## config.mk

```make
export PLATFORM = sky130hd
export DESIGN_NAME = ultrasonic_distance_band_average
export DESIGN_NICKNAME = d
export VERILOG_FILES = /design/src/udba_pkg.sv /design/src/udba_div.sv /design/src/udba_store.sv /design/src/ultrasonic_distance_band_average.sv
export SDC_FILE = /design/constraint.sdc
export NUM_CORES = 2
export LEC_CHECK = 0
export CAP_MARGIN = 20
export CORE_AREA = 2 2 336 421
export CTS_BUF_LIST = sky130_fd_sc_hd__clkbuf_8
export CTS_CLUSTER_DIAMETER = 100
export DETAILED_ROUTE_END_ITERATION = 7
export DIE_AREA = 0 0 338 423
export DONT_BUFFER_PORTS = 1
export MAX_ROUTING_LAYER = met4
export SETUP_SLACK_MARGIN = 0.02
export SLEW_MARGIN = 25
export SYNTH_ARGS = -nofsm -noshare
export SYNTH_HDL_FRONTEND = slang
export SYNTH_HIERARCHICAL = 1
export SYNTH_SLANG_ARGS = --single-unit
```

## constraint.sdc

```tcl
create_clock -name clk -period 16.65 [get_ports clk]
set_clock_uncertainty 0.05 [all_clocks]
set_input_delay 2.4975 -clock clk [delete_from_list [all_inputs] [get_ports clk]]
set_output_delay 2.4975 -clock clk [all_outputs]
set_load 0.05 [all_outputs]
```

## src/udba_pkg.sv

```systemverilog
// Shared constants and types for the ultrasonic distance band averager.
// Depends on nothing; every other file in src imports it.

package udba_pkg;

    // Number of distances collected before one averaged result is produced.
    localparam int SAMPLES  = 10;
    localparam int IDX_W    = $clog2(SAMPLES);
    localparam int CNT_W    = $clog2(SAMPLES + 1);
    localparam int LAST_IDX = SAMPLES - 1;
    localparam int MID_LO   = (SAMPLES - 1) / 2;
    localparam int MID_HI   = SAMPLES / 2;

    localparam int TIMER_W  = 16;
    localparam int WRAP_W   = 8;
    localparam int TEMP_W   = 10;
    localparam int SAMPLE_W = 16;
    localparam int TICKS_W  = 24;
    localparam int SPEED_W  = 16;
    localparam int PROD_W   = TICKS_W + SPEED_W;
    localparam int SUM_W    = SAMPLE_W + CNT_W;
    localparam int LIM_W    = 24;

    // Shared divider geometry: 16 quotient bits, saturating.
    localparam int DIVIDEND_W = PROD_W;
    localparam int DIVISOR_W  = 22;
    localparam int QUOT_W     = 16;
    localparam int STEP_W     = $clog2(QUOT_W);

    localparam int TICKS_PER_WRAP = 65535;
    localparam int TICK_SCALE     = 625;
    localparam int SOUND_BASE     = 33160;
    localparam int SOUND_SLOPE    = 6;
    localparam int TEMP_RESET     = 200;
    localparam int LOW_PCT        = 95;
    localparam int HIGH_PCT       = 105;
    localparam int PCT            = 100;

    // ticks * 625 * speed / 2 / 10^9 folds into one floor division.
    localparam int CONV_DIVISOR = (1000000000 / TICK_SCALE) * 2;

    typedef struct packed {
        logic                we;
        logic [IDX_W-1:0]    waddr;
        logic [SAMPLE_W-1:0] wdata;
        logic [IDX_W-1:0]    raddr;
    } store_req_t;

endpackage

```

## src/udba_div.sv

```systemverilog
// Shared restoring divider, one quotient bit per cycle, saturating at all ones.
// Depends on udba_pkg for operand and quotient widths.

module udba_div
    import udba_pkg::*;
(
    input  logic                  clk,
    input  logic                  rst_n,
    input  logic                  start,
    input  logic [DIVIDEND_W-1:0] dividend,
    input  logic [DIVISOR_W-1:0]  divisor,
    output logic                  done,
    output logic [QUOT_W-1:0]     quotient
);

    logic                  busy_reg;
    logic                  busy_next;
    logic                  done_reg;
    logic                  done_next;
    logic [STEP_W-1:0]     step_reg;
    logic [STEP_W-1:0]     step_next;
    logic [DIVIDEND_W-1:0] rem_reg;
    logic [DIVIDEND_W-1:0] rem_next;
    logic [DIVIDEND_W-1:0] dsh_reg;
    logic [DIVIDEND_W-1:0] dsh_next;
    logic [QUOT_W-1:0]     quot_reg;
    logic [QUOT_W-1:0]     quot_next;
    logic [DIVIDEND_W-1:0] limit;

    // Any dividend at or above divisor * 2^16 gives a quotient that does not fit.
    assign limit = DIVIDEND_W'({divisor, {QUOT_W{1'b0}}});

    always_comb
    begin
        busy_next = busy_reg;
        done_next = 1'b0;
        step_next = step_reg;
        rem_next  = rem_reg;
        dsh_next  = dsh_reg;
        quot_next = quot_reg;
        if (start)
        begin
            if (dividend >= limit)
            begin
                quot_next = '1;
                done_next = 1'b1;
                busy_next = 1'b0;
            end
            else
            begin
                rem_next  = dividend;
                dsh_next  = DIVIDEND_W'({divisor, {(QUOT_W - 1){1'b0}}});
                quot_next = '0;
                step_next = STEP_W'(QUOT_W - 1);
                busy_next = 1'b1;
            end
        end
        else if (busy_reg)
        begin
            if (rem_reg >= dsh_reg)
            begin
                rem_next  = rem_reg - dsh_reg;
                quot_next = {quot_reg[QUOT_W-2:0], 1'b1};
            end
            else
            begin
                quot_next = {quot_reg[QUOT_W-2:0], 1'b0};
            end
            dsh_next = dsh_reg >> 1;
            if (step_reg == '0)
            begin
                busy_next = 1'b0;
                done_next = 1'b1;
            end
            else
            begin
                step_next = step_reg - STEP_W'(1);
            end
        end
    end

    always_ff @(posedge clk or negedge rst_n)
    begin
        if (!rst_n)
        begin
            busy_reg <= 1'b0;
            done_reg <= 1'b0;
        end
        else
        begin
            busy_reg <= busy_next;
            done_reg <= done_next;
        end
    end

    always_ff @(posedge clk)
    begin
        step_reg <= step_next;
        rem_reg  <= rem_next;
        dsh_reg  <= dsh_next;
        quot_reg <= quot_next;
    end

    assign done     = done_reg;
    assign quotient = quot_reg;

endmodule

```

## src/udba_store.sv

```systemverilog
// Sample memory: one write port and one registered read port.
// Depends on udba_pkg for the depth, widths and request structure.

module udba_store
    import udba_pkg::*;
(
    input  logic                clk,
    input  store_req_t          req,
    output logic [SAMPLE_W-1:0] rdata
);

    logic [SAMPLE_W-1:0] mem [SAMPLES];
    logic [SAMPLE_W-1:0] rdata_reg;

    always_ff @(posedge clk)
    begin
        if (req.we)
        begin
            mem[req.waddr] <= req.wdata;
        end
        rdata_reg <= mem[req.raddr];
    end

    assign rdata = rdata_reg;

endmodule

```

## src/ultrasonic_distance_band_average.sv

```systemverilog
// Top level of the ultrasonic distance band averager: sequencer and datapath.
// Depends on udba_pkg, udba_store and udba_div.
//
// Usage: each input transaction carries one echo width (timer_count plus
// overflow_count wraps of 65535 ticks). The block converts it to millimetres
// using the sound speed set by temperature_tenths, and keeps the samples in
// ascending order by inserting each one as it arrives. The transaction that
// completes a set of SAMPLES gives one output transaction, average_mm: the mean
// over the band around the median. Other inputs give no output.
// The block takes one item at a time and holds in_stall high while it works.
// A non-completing item holds in_stall through the multiply, the conversion
// division and the insertion, which reads and moves each larger sample up one
// place; the completing item adds the median, band scan, summing and mean
// division. Conversion and mean use the shared divider, and every read goes
// through the single memory read port.
// The result sits in an output register, so a stalled receiver only holds up
// the block when the next set completes before the previous result is taken.
// The configuration channel is always ready; write it only while idle.
// Reset empties the set, drops any pending result and sets the temperature to
// 20.0 degrees.

module ultrasonic_distance_band_average
    import udba_pkg::*;
(
    input  logic                clk,
    input  logic                rst_n,
    input  logic                in_valid,
    output logic                in_stall,
    input  logic [TIMER_W-1:0]  timer_count,
    input  logic [WRAP_W-1:0]   overflow_count,
    output logic                out_valid,
    input  logic                out_stall,
    output logic [SAMPLE_W-1:0] average_mm,
    input  logic                cfg_valid,
    output logic                cfg_ready,
    input  logic [TEMP_W-1:0]   temperature_tenths
);

    localparam logic [4:0] S_IDLE      = 5'd0;
    localparam logic [4:0] S_MUL       = 5'd1;
    localparam logic [4:0] S_CONV_GO   = 5'd2;
    localparam logic [4:0] S_CONV_WAIT = 5'd3;
    localparam logic [4:0] S_INS       = 5'd4;
    localparam logic [4:0] S_INS_CMP   = 5'd5;
    localparam logic [4:0] S_MID0      = 5'd6;
    localparam logic [4:0] S_MID1      = 5'd7;
    localparam logic [4:0] S_MID2      = 5'd8;
    localparam logic [4:0] S_LIM       = 5'd9;
    localparam logic [4:0] S_SCAN_RD   = 5'd10;
    localparam logic [4:0] S_SCAN_CMP  = 5'd11;
    localparam logic [4:0] S_SUM_RD    = 5'd12;
    localparam logic [4:0] S_SUM_ACC   = 5'd13;
    localparam logic [4:0] S_MEAN_GO   = 5'd14;
    localparam logic [4:0] S_MEAN_WAIT = 5'd15;
    localparam logic [4:0] S_OUT       = 5'd16;

    logic [4:0]          state_reg;
    logic [4:0]          state_next;
    logic [IDX_W-1:0]    count_reg;
    logic [IDX_W-1:0]    count_next;
    logic [SPEED_W-1:0]  speed_reg;
    logic                out_valid_reg;
    logic                out_valid_next;
    logic [SAMPLE_W-1:0] avg_reg;
    logic [SAMPLE_W-1:0] avg_next;

    logic [TICKS_W-1:0]  ticks_reg;
    logic [TICKS_W-1:0]  ticks_next;
    logic [PROD_W-1:0]   prod_reg;
    logic [PROD_W-1:0]   prod_next;
    logic [SAMPLE_W-1:0] d_reg;
    logic [SAMPLE_W-1:0] d_next;
    logic [IDX_W-1:0]    j_reg;
    logic [IDX_W-1:0]    j_next;
    logic [IDX_W-1:0]    i_reg;
    logic [IDX_W-1:0]    i_next;
    logic [IDX_W-1:0]    lo_reg;
    logic [IDX_W-1:0]    lo_next;
    logic [CNT_W-1:0]    hi_reg;
    logic [CNT_W-1:0]    hi_next;
    logic [SAMPLE_W-1:0] a_reg;
    logic [SAMPLE_W-1:0] a_next;
    logic [SAMPLE_W-1:0] m_reg;
    logic [SAMPLE_W-1:0] m_next;
    logic [LIM_W-1:0]    lo_lim_reg;
    logic [LIM_W-1:0]    lo_lim_next;
    logic [LIM_W-1:0]    hi_lim_reg;
    logic [LIM_W-1:0]    hi_lim_next;
    logic [SUM_W-1:0]    sum_reg;
    logic [SUM_W-1:0]    sum_next;
    logic [SAMPLE_W-1:0] res_reg;
    logic [SAMPLE_W-1:0] res_next;

    store_req_t            store_req;
    logic [SAMPLE_W-1:0]   store_rdata;
    logic                  div_start;
    logic [DIVIDEND_W-1:0] div_dividend;
    logic [DIVISOR_W-1:0]  div_divisor;
    logic                  div_done;
    logic [QUOT_W-1:0]     div_quot;

    logic                  in_accept;
    logic                  out_load;
    logic                  low_hit;
    logic                  high_hit;
    logic [IDX_W-1:0]      lo_upd;
    logic [SAMPLE_W:0]     mid_sum;

    udba_store u_store (
        .clk   (clk),
        .req   (store_req),
        .rdata (store_rdata)
    );

    udba_div u_div (
        .clk      (clk),
        .rst_n    (rst_n),
        .start    (div_start),
        .dividend (div_dividend),
        .divisor  (div_divisor),
        .done     (div_done),
        .quotient (div_quot)
    );

    assign in_stall  = (state_reg != S_IDLE);
    assign in_accept = in_valid && !in_stall;
    assign cfg_ready = 1'b1;

    // The band limits are compared against 100*s so that no division by 100 is
    // needed: s < floor(a/100) holds exactly when 100*(s+1) <= a, and
    // s > floor(a/100) holds exactly when 100*s > a.
    assign low_hit  = (LIM_W'(PCT) * (LIM_W'(store_rdata) + LIM_W'(1))) <= lo_lim_reg;
    assign high_hit = (LIM_W'(PCT) * LIM_W'(store_rdata)) > hi_lim_reg;
    assign lo_upd   = low_hit ? i_reg : lo_reg;
    assign mid_sum  = {1'b0, a_reg} + {1'b0, store_rdata};

    assign div_start = (state_reg == S_CONV_GO) || (state_reg == S_MEAN_GO);

    always_comb
    begin
        if (state_reg == S_MEAN_GO)
        begin
            div_dividend = DIVIDEND_W'(sum_reg);
            div_divisor  = DIVISOR_W'(hi_reg - CNT_W'(lo_reg));
        end
        else
        begin
            div_dividend = prod_reg;
            div_divisor  = DIVISOR_W'(CONV_DIVISOR);
        end
    end

    always_comb
    begin
        state_next  = state_reg;
        count_next  = count_reg;
        ticks_next  = ticks_reg;
        prod_next   = prod_reg;
        d_next      = d_reg;
        j_next      = j_reg;
        i_next      = i_reg;
        lo_next     = lo_reg;
        hi_next     = hi_reg;
        a_next      = a_reg;
        m_next      = m_reg;
        lo_lim_next = lo_lim_reg;
        hi_lim_next = hi_lim_reg;
        sum_next    = sum_reg;
        res_next    = res_reg;
        out_load    = 1'b0;

        store_req.we    = 1'b0;
        store_req.waddr = j_reg;
        store_req.wdata = d_reg;
        store_req.raddr = j_reg - IDX_W'(1);

        case (state_reg)
            S_IDLE:
            begin
                if (in_accept)
                begin
                    ticks_next = TICKS_W'(timer_count)
                               + TICKS_W'(overflow_count) * TICKS_W'(TICKS_PER_WRAP);
                    state_next = S_MUL;
                end
            end
            S_MUL:
            begin
                prod_next  = PROD_W'(ticks_reg) * PROD_W'(speed_reg);
                state_next = S_CONV_GO;
            end
            S_CONV_GO:
            begin
                state_next = S_CONV_WAIT;
            end
            S_CONV_WAIT:
            begin
                if (div_done)
                begin
                    d_next     = div_quot;
                    j_next     = count_reg;
                    state_next = S_INS;
                end
            end
            S_INS:
            begin
                if (j_reg == '0)
                begin
                    store_req.we = 1'b1;
                    if (count_reg == IDX_W'(LAST_IDX))
                    begin
                        count_next = '0;
                        state_next = S_MID0;
                    end
                    else
                    begin
                        count_next = count_reg + IDX_W'(1);
                        state_next = S_IDLE;
                    end
                end
                else
                begin
                    state_next = S_INS_CMP;
                end
            end
            S_INS_CMP:
            begin
                store_req.we = 1'b1;
                if (store_rdata > d_reg)
                begin
                    // Shift the larger neighbour up one place and keep looking.
                    store_req.wdata = store_rdata;
                    j_next          = j_reg - IDX_W'(1);
                    state_next      = S_INS;
                end
                else if (count_reg == IDX_W'(LAST_IDX))
                begin
                    count_next = '0;
                    state_next = S_MID0;
                end
                else
                begin
                    count_next = count_reg + IDX_W'(1);
                    state_next = S_IDLE;
                end
            end
            S_MID0:
            begin
                store_req.raddr = IDX_W'(MID_LO);
                state_next      = S_MID1;
            end
            S_MID1:
            begin
                store_req.raddr = IDX_W'(MID_HI);
                a_next          = store_rdata;
                state_next      = S_MID2;
            end
            S_MID2:
            begin
                m_next     = mid_sum[SAMPLE_W:1];
                state_next = S_LIM;
            end
            S_LIM:
            begin
                lo_lim_next = LIM_W'(m_reg) * LIM_W'(LOW_PCT);
                hi_lim_next = LIM_W'(m_reg) * LIM_W'(HIGH_PCT);
                i_next      = '0;
                lo_next     = '0;
                hi_next     = CNT_W'(SAMPLES);
                state_next  = S_SCAN_RD;
            end
            S_SCAN_RD:
            begin
                store_req.raddr = i_reg;
                state_next      = S_SCAN_CMP;
            end
            S_SCAN_CMP:
            begin
                lo_next = lo_upd;
                if (!low_hit && high_hit)
                begin
                    hi_next    = CNT_W'(i_reg) + CNT_W'(1);
                    i_next     = lo_reg;
                    sum_next   = '0;
                    state_next = S_SUM_RD;
                end
                else if (i_reg == IDX_W'(LAST_IDX))
                begin
                    i_next     = lo_upd;
                    sum_next   = '0;
                    state_next = S_SUM_RD;
                end
                else
                begin
                    i_next     = i_reg + IDX_W'(1);
                    state_next = S_SCAN_RD;
                end
            end
            S_SUM_RD:
            begin
                store_req.raddr = i_reg;
                state_next      = S_SUM_ACC;
            end
            S_SUM_ACC:
            begin
                sum_next = sum_reg + SUM_W'(store_rdata);
                if ((CNT_W'(i_reg) + CNT_W'(1)) == hi_reg)
                begin
                    state_next = S_MEAN_GO;
                end
                else
                begin
                    i_next     = i_reg + IDX_W'(1);
                    state_next = S_SUM_RD;
                end
            end
            S_MEAN_GO:
            begin
                state_next = S_MEAN_WAIT;
            end
            S_MEAN_WAIT:
            begin
                if (div_done)
                begin
                    res_next   = div_quot;
                    state_next = S_OUT;
                end
            end
            S_OUT:
            begin
                if (!out_valid_reg || !out_stall)
                begin
                    out_load   = 1'b1;
                    state_next = S_IDLE;
                end
            end
            default:
            begin
                state_next = S_IDLE;
            end
        endcase
    end

    always_comb
    begin
        out_valid_next = out_valid_reg && out_stall;
        avg_next       = avg_reg;
        if (out_load)
        begin
            out_valid_next = 1'b1;
            avg_next       = res_reg;
        end
    end

    always_ff @(posedge clk or negedge rst_n)
    begin
        if (!rst_n)
        begin
            state_reg     <= S_IDLE;
            count_reg     <= '0;
            out_valid_reg <= 1'b0;
            speed_reg     <= SPEED_W'(SOUND_BASE + SOUND_SLOPE * TEMP_RESET);
        end
        else
        begin
            state_reg     <= state_next;
            count_reg     <= count_next;
            out_valid_reg <= out_valid_next;
            if (cfg_valid && cfg_ready)
            begin
                speed_reg <= SPEED_W'(SOUND_BASE)
                           + SPEED_W'(SOUND_SLOPE) * SPEED_W'(temperature_tenths);
            end
        end
    end

    always_ff @(posedge clk)
    begin
        avg_reg    <= avg_next;
        ticks_reg  <= ticks_next;
        prod_reg   <= prod_next;
        d_reg      <= d_next;
        j_reg      <= j_next;
        i_reg      <= i_next;
        lo_reg     <= lo_next;
        hi_reg     <= hi_next;
        a_reg      <= a_next;
        m_reg      <= m_next;
        lo_lim_reg <= lo_lim_next;
        hi_lim_reg <= hi_lim_next;
        sum_reg    <= sum_next;
        res_reg    <= res_next;
    end

    assign out_valid  = out_valid_reg;
    assign average_mm = avg_reg;

endmodule

```

# After elaboration in Yosys (flattened, before gate mapping)
# Memories as Yosys holds them, arrays and structs flattened. A register that Yosys moved wholly into a read port is not among the register bits.
# Cells that the tools add are included.
dict set report op_classes {
  n_addsub 11
  mul 7
  div_mod_pow 0
  n_lt_le_gt_ge 5
  n_eq_ne 31
  n_shift 0
  n_mux 64
  bitwise_logic 0
  reduce_logical 33
}
# operator n
set ops {}
lappend ops {{2-to-1 mux 40 bit} 8}
lappend ops {{case mux 5 bit (17 select lines)} 1}
lappend ops {{2-to-1 mux 16 bit} 5}
lappend ops {{2-to-1 mux 4 bit} 14}
lappend ops {{multiplier 16 x 7 -> 23 bit (second input constant)} 2}
lappend ops {{equality test 5 x 4 -> 1 bit (second input constant)} 8}
lappend ops {{greater-or-equal comparator 40 x 38 -> 1 bit} 1}
lappend ops {{greater-or-equal comparator 40 bit} 1}
lappend ops {{multiplier 24 x 16 -> 40 bit} 1}
lappend ops {{2-to-1 mux 20 bit} 2}
lappend ops {{case mux 20 bit (2 select lines)} 1}
lappend ops {{subtractor 40 bit} 1}
lappend ops {{case mux 4 bit (2 select lines)} 4}
lappend ops {{2-to-1 mux 5 bit} 6}
lappend ops {{adder 16 x 24 -> 24 bit} 1}
lappend ops {{less-or-equal comparator 24 x 23 -> 1 bit} 1}
lappend ops {{multiplier 8 x 16 -> 24 bit (second input constant)} 1}
lappend ops {{case mux 4 bit (3 select lines)} 2}
lappend ops {{> comparator 23 bit} 1}
lappend ops {{multiplier 5 x 17 -> 22 bit (first input constant)} 1}
lappend ops {{2-to-1 mux 22 bit} 1}
lappend ops {{multiplier 5 x 16 -> 21 bit (first input constant)} 1}
lappend ops {{adder 20 x 16 -> 20 bit} 1}
lappend ops {{equality test 5 x 3 -> 1 bit (second input constant)} 4}
lappend ops {{other kinds (32)} 82}
dict set report totals {
  register_bits 354
  latch_bits 0
  ram_bits 160
  romBits 0
  inputBits 39
  out_inout_bits 19
  elab_cells 176
  memories 1
}
# name words width rd rd_clocked_by_memory_dff wr line
set memory_table {}
lappend memory_table {u_store.mem 10 16 1 1 1 udba_store.sv:12} ;# logic [SAMPLE_W-1:0] mem [SAMPLES];

# Logic depth before layout (Yosys ltp)
dict set report logic_depth {
  word_depth 7
  depth_mapped 29
  mapped_depth_nobuf 28
}

# Hierarchy
# Netlist, hierarchy kept.
# module n_inst cells_each area_per_inst_um2 seq_area_each_um2
set modules_own_cells {}
lappend modules_own_cells {ultrasonic_distance_band_average 1 3565 34493.1 7308.3}
lappend modules_own_cells {udba_div 1 775 7040.5 2962.8}
lappend modules_own_cells {udba_store 1 358 6712.7 5124.9}

# Least setup slack after synthesis
# No wires, ideal clock.
dict set report synth_path {
  path_kind {flip-flop to flip-flop}
  start {reg hi_reg[0]}
  end {reg u_div.rem_reg[0] (enable)}
  setup_ns 0.495
  t_arrival_ns 7.525
  required_ns 16.105
  setup_slack_ns 8.580
  path_stages_with_launch 18
  path_buffers 0
  synth_period_minus_slack_ns 8.070
  cell_sequence {edfxtp_1 > inv_1 > ha_1 > inv_1 > fa_1 > a21o_1 > a21o_1 > nor2_1 > inv_1 > ha_1 > a21o_1 > a21o_1 > a221o_1 > nand2_1 > o2111ai_1 > a41oi_1 > nand2b_1 > nor3b_1}
}
dict set report synth_via {
  elab_chain_len 5
}
# item line
set synth_lines {}
lappend synth_lines {{from (decl)} ultrasonic_distance_band_average.sv:79} ;# logic [CNT_W-1:0] hi_reg;
lappend synth_lines {{from (signal assigned)} ultrasonic_distance_band_average.sv:386} ;# hi_reg <= hi_next;
lappend synth_lines {{subtractor 4 x 4 -> 5 bit} ultrasonic_distance_band_average.sv:144} ;# div_divisor = DIVISOR_W'(hi_reg - CNT_W'(lo_reg));
lappend synth_lines {{2-to-1 mux 22 bit} ultrasonic_distance_band_average.sv:141} ;# if (state_reg == S_MEAN_GO)
lappend synth_lines {{net div_divisor[11]} ultrasonic_distance_band_average.sv:98} ;# logic [DIVISOR_W-1:0] div_divisor;
lappend synth_lines {{greater-or-equal comparator 40 x 38 -> 1 bit} udba_div.sv:43} ;# if (dividend >= limit)
lappend synth_lines {{inequality test 2 bit (no source line)} -}
lappend synth_lines {{AND reduction 3 bit (no source line)} -}
lappend synth_lines {{to (signal assigned)} udba_div.sv:99} ;# rem_reg <= rem_next;
lappend synth_lines {{to (decl)} udba_div.sv:22} ;# logic [DIVIDEND_W-1:0] rem_reg;
# The timed path passes the listed nets, and every way through them passes these cells.
# A chain may end at the register's enable or synchronous reset.

# Worst setup path in the final report
dict set report layout_path {
  start {reg u_store.rdata_reg[0] (netlist: u_store/rdata[0]), read port of u_store.mem}
  end {reg sum_reg[19] (enable)}
}
dict set report layout_via {
  elab_chain_len 7
  elab_cells_between_ends 9
}
# item line
set layout_lines {}
lappend layout_lines {{from (decl)} udba_store.sv:13} ;# logic [SAMPLE_W-1:0] rdata_reg;
lappend layout_lines {{adder 16 x 1 -> 17 bit} ultrasonic_distance_band_average.sv:132} ;# assign low_hit = (LIM_W'(PCT) * (LIM_W'(store_rdata) + LIM_W'(1))) <= lo_lim_reg;
lappend layout_lines {{multiplier 5 x 17 -> 22 bit} ultrasonic_distance_band_average.sv:132}
lappend layout_lines {{less-or-equal comparator 24 x 23 -> 1 bit} ultrasonic_distance_band_average.sv:132}
lappend layout_lines {{logical NOT 1 bit} ultrasonic_distance_band_average.sv:280} ;# if (!low_hit && high_hit)
lappend layout_lines {{logical AND 1 bit (*)} ultrasonic_distance_band_average.sv:280}
lappend layout_lines {{inequality test 3 bit (no source line) (*)} -}
lappend layout_lines {{AND reduction 2 bit (no source line) (*)} -}
lappend layout_lines {{to (signal assigned)} ultrasonic_distance_band_average.sv:391} ;# sum_reg <= sum_next;
lappend layout_lines {{to (decl)} ultrasonic_distance_band_average.sv:89} ;# logic [SUM_W-1:0] sum_reg;
# Mark *: on every way between the ends. The rest lies on a longest branch, timed or not.

==> report_table.html <==
<table>
<tr><th>Metric</th><th>Value</th></tr>
<tr><th colspan="2">STA</th></tr>
<tr><td>Worst Tran Pin Value</td><td>1.12 ns</td></tr>
<tr><td>Final setup violation count</td><td>0</td></tr>
<tr><td>Time the worst path needs with I/O delays and setup</td><td>7.45 ns</td></tr>
<tr><td>Worst relative slew slack</td><td>25.1%</td></tr>
<tr><td>Period utilization</td><td>44.8%</td></tr>
<tr><td>Total negative slack</td><td>0 ns</td></tr>
<tr><td>Worst Hold Slack</td><td>0.355 ns</td></tr>
<tr><td>Highest clock rate</td><td>134 MHz</td></tr>
<tr><td>Count of final hold-check violations</td><td>0</td></tr>
<tr><td>Unrepaired setup endpoints after global routing</td><td>false</td></tr>
<tr><td>Pins Over Slew Limit</td><td>0</td></tr>
<tr><th colspan="2">Clock network</th></tr>
<tr><td>H-tree levels</td><td>3</td></tr>
<tr><td>Total CTS buffers</td><td>92</td></tr>
<tr><td>Clock tree root driver cell</td><td>clkbuf_8</td></tr>
<tr><td>Register clock-pin slew on the reported worst setup and hold paths</td><td>0.06 ns</td></tr>
<tr><td>Number of gates resized after cts</td><td>0</td></tr>
<tr><td>Setup repair bufs after CTS</td><td>0</td></tr>
<tr><td>Worst-skew pair later-pin latency</td><td>0.81 ns</td></tr>
<tr><td>Longest Clk Path Bufs</td><td>3</td></tr>
<tr><td>Count of hold buffers inserted by post-cts repair</td><td>0</td></tr>
<tr><td>Number of clock sinks</td><td>522</td></tr>
<tr><td>Clock tree from TritonCTS</td><td>done</td></tr>
<tr><th colspan="2">Hold path</th></tr>
<tr><td>Worst hold path stage count</td><td>0</td></tr>
<tr><td>Type of the most critical hold path</td><td>reg2reg</td></tr>
<tr><th colspan="2">Layout</th></tr>
<tr><td># nets final</td><td>5750</td></tr>
<tr><td>Proportion of layout cells with a drive suffix above 1</td><td>6.57%</td></tr>
<tr><td>Util after Layout</td><td>37.7%</td></tr>
<tr><td>Area growth from synthesis to layout</td><td>8.36%</td></tr>
<tr><td>Most common library cell in the layout ignoring fill and taps</td><td>inv_1</td></tr>
<tr><td>Commonest cells after routing, fill and taps aside</td><td>848 x inv_1, 577 x ha_1, 481 x edfxtp_1</td></tr>
<tr><td>Flip-flop count of the largest register, all copies and words added</td><td>160</td></tr>
<tr><td>Final non-filler cell total</td><td>6639</td></tr>
<tr><th colspan="2">Die</th></tr>
<tr><td>Placement Rows</td><td>153</td></tr>
<tr><td>Area enclosed by the die boundary</td><td>143000 um2</td></tr>
<tr><td>Initial Util</td><td>34.8%</td></tr>
<tr><td>Die W</td><td>338 um</td></tr>
<tr><td>Die boundary height</td><td>423 um</td></tr>
<tr><td>Core area</td><td>139000 um2</td></tr>
<tr><td>Number of top-level design ports</td><td>58</td></tr>
<tr><th colspan="2">Logic synthesis</th></tr>
<tr><td>Syn. warnings</td><td>6</td></tr>
<tr><td>Count of mapped cells out of synthesis</td><td>4698</td></tr>
<tr><td>Share of synthesized area occupied by flip-flops and latches</td><td>31.9%</td></tr>
<tr><td>EDFF count, synth</td><td>481</td></tr>
<tr><td>Most frequently used flop master after synthesis</td><td>edfxtp_1</td></tr>
<tr><td>Average cell area after synthesis</td><td>10.3 um2</td></tr>
<tr><td>Summed instance area of the synthesized netlist</td><td>48200 um2</td></tr>
<tr><td>Post-synth ARST share</td><td>4.79%</td></tr>
<tr><td>Unique cell type count in the Yosys netlist</td><td>94</td></tr>
<tr><td>Seq cells post-synth</td><td>522</td></tr>
<tr><td>Net Count, Synth</td><td>5746</td></tr>
<tr><th colspan="2">Detailed routing</th></tr>
<tr><td>Number of remaining DRC errors</td><td>0</td></tr>
<tr><td>Mean routed wirelength per cell</td><td>17.7 um</td></tr>
<tr><td>Number of vias per cell</td><td>4.93</td></tr>
<tr><td>Number of vias after detailed routing</td><td>32700</td></tr>
<tr><td>Sum of routed wire length over all layers</td><td>117000 um</td></tr>
<tr><td>Antenna-violating nets left</td><td>0</td></tr>
<tr><td>DRC violation total after the first TritonRoute iteration</td><td>1534</td></tr>
<tr><td>Number of iterations in the first detailed-routing pass</td><td>5</td></tr>
<tr><th colspan="2">Placed design</th></tr>
<tr><td>Cell total after placement</td><td>6467</td></tr>
<tr><td>GPL Wtd Cong</td><td>0.907</td></tr>
<tr><td>Number of I/O port buffers</td><td>0</td></tr>
<tr><td>Placed wire-length estimate after detailed placement</td><td>90300 um</td></tr>
<tr><th colspan="2">Worst setup path</th></tr>
<tr><td>Slowest CP cell</td><td>dfxtp_1</td></tr>
<tr><td>FF-to-FF setup slack</td><td>9.20 ns</td></tr>
<tr><td>Data arrival time of the critical path</td><td>7.78 ns</td></tr>
<tr><td>Buffer and inverter count on the worst path</td><td>3</td></tr>
<tr><td>Cell chain of the critical path</td><td>ha_1 -&gt; nand4_1 -&gt; xnor2_1 -&gt; inv_1 -&gt; ha_1 -&gt; ha_1 -&gt; inv_1 -&gt; fa_1 -&gt; inv_1 -&gt; ha_1 -&gt; a21oi_1 -&gt; nand2_1 -&gt; o21bai_1 -&gt; a31oi_1 -&gt; o41ai_1 -&gt; xnor2_1 -&gt; ha_1 -&gt; nand3_1 -&gt; or2_2 -&gt; a31oi_1 -&gt; nand4b_1 -&gt; a31oi_1 -&gt; o21ai_4</td></tr>
<tr><td>Worst path max stage delay</td><td>0.65 ns</td></tr>
<tr><td>Nature of the critical path startpoint</td><td>flip-flop</td></tr>
<tr><td>Required time at the worst-slack endpoint</td><td>16.98 ns</td></tr>
<tr><td>Crit Path Class</td><td>reg2reg</td></tr>
<tr><td>Worst reg-to-reg path cell count</td><td>23</td></tr>
<tr><td>Top fanout value on the critical path</td><td>20</td></tr>
<tr><td>Logic depth of the worst path, buffers included</td><td>23</td></tr>
<tr><td>Endpoint kind of the worst setup timing path</td><td>flip-flop</td></tr>
<tr><td>Family with the most delay on the worst path</td><td>compound AO/OA/AOI/OAI gates</td></tr>
<tr><td>Cell repeated most along the worst path</td><td>ha_1</td></tr>
<tr><th colspan="2">Global routing</th></tr>
<tr><td>All-layer global routing usage</td><td>17.1%</td></tr>
<tr><td>Antenna violations before repair</td><td>2</td></tr>
<tr><td>Via count of the first global-routing pass</td><td>34500</td></tr>
<tr><td>Global-route congestion overflow total</td><td>0</td></tr>
<tr><td>First-pass GRT wire length</td><td>187000 um</td></tr>
<tr><td>Maximum number of pins on one net before global-route repair</td><td>94</td></tr>
<tr><th colspan="2">Run status</th></tr>
<tr><td>Run status</td><td>completed</td></tr>
<tr><th colspan="2">Job</th></tr>
<tr><td>Max-cap check violation count</td><td>0</td></tr>
</table>
[cell usage after synthesis (all sizes together), types with 10 or more instances]
master / number / area, um2
nand4: 34 / 213
clkbuf: 104 / 392
mux2: 66 / 743
buf: 28 / 190
nor2b: 28 / 175
o211ai: 19 / 143
fa: 432 / 8650
o21bai: 25 / 188
a21o: 79 / 593
and3: 26 / 163
xor2: 64 / 561
ha: 577 / 7220
or3: 19 / 120
nand2b: 31 / 194
o31ai: 24 / 260
a31oi: 26 / 163
a21oi: 186 / 953
and2: 157 / 982
edfxtp: 481 / 14400
nor3: 72 / 360
a211oi: 31 / 233
inv: 822 / 3090
nand3: 62 / 310
nor2: 228 / 856
o22ai: 20 / 131
nand2: 467 / 1750
a22o: 16 / 140
xnor2: 149 / 1310
nor3b: 10 / 75.1
o21a: 34 / 255
o21ai: 175 / 883
mux2i: 40 / 400
dfrtp: 20 / 500
dfxtp: 16 / 320
[per-stage QoR]
step	setup slack (ns)	area, um2
6_report	9.20	52300
5_1_grt	8.64	52300
4_1_cts	9.01	52200
3_5_place_dp	9.03	50400
3_3_place_gp	9.23	50400
2_1_floorplan	8.58	48200
[worst paths after layout]
kind | start | end
max | u_store/rdata[0]$_DFF_P_ | sum_reg[19]$_SDFFCE_PN0P_
min | res_reg[0]$_DFFE_PP_ | average_mm[0]$_DFFE_PP_
max reg2reg | u_store/rdata[0]$_DFF_P_ | sum_reg[19]$_SDFFCE_PN0P_
min reg2reg | res_reg[0]$_DFFE_PP_ | average_mm[0]$_DFFE_PP_
max in group asynchronous | rst_n | speed_reg[3]$_DFFE_PN1P_
min in group asynchronous | rst_n | speed_reg[12]$_DFFE_PN0P_
[cells by family after synthesis]
| kind of cell | Yosys count | synth area share, % |
|---|---|---|
| DFF | 522 | 31.9 |
| and+or+nand+nor | 1172 | 11.4 |
| muxes | 106 | 2.37 |
| xor gates and xnor gates | 213 | 3.87 |
| buffers and inverters | 954 | 7.60 |
| other | 1 | 0.00777 |
| AOI/OAI and AO/OA | 721 | 9.97 |
| adders and majority gates | 1009 | 32.9 |
[layer usage]
layer | global-route usage [%] | wire length [um]
met1 | 19.2 | 47500
met2 | 30.4 | 60500
met5 | - | 0
met3 | 2.30 | 4830
met4 | 6.84 | 4550
[final cells by class]
class	count	area, um2
multi-input cells	3222	29300
repair buffers	42	335
well taps	1860	2330
clock inverters	72	490
clock buffers	97	1340
diodes	2	5.00
fillers	13800	86500
inverters	822	3090
flip-flops and latches	522	15400
Power is left out: the tool's default activity adds up to more than one toggle a clock period on the data nets, which glitch-free logic cannot reach.
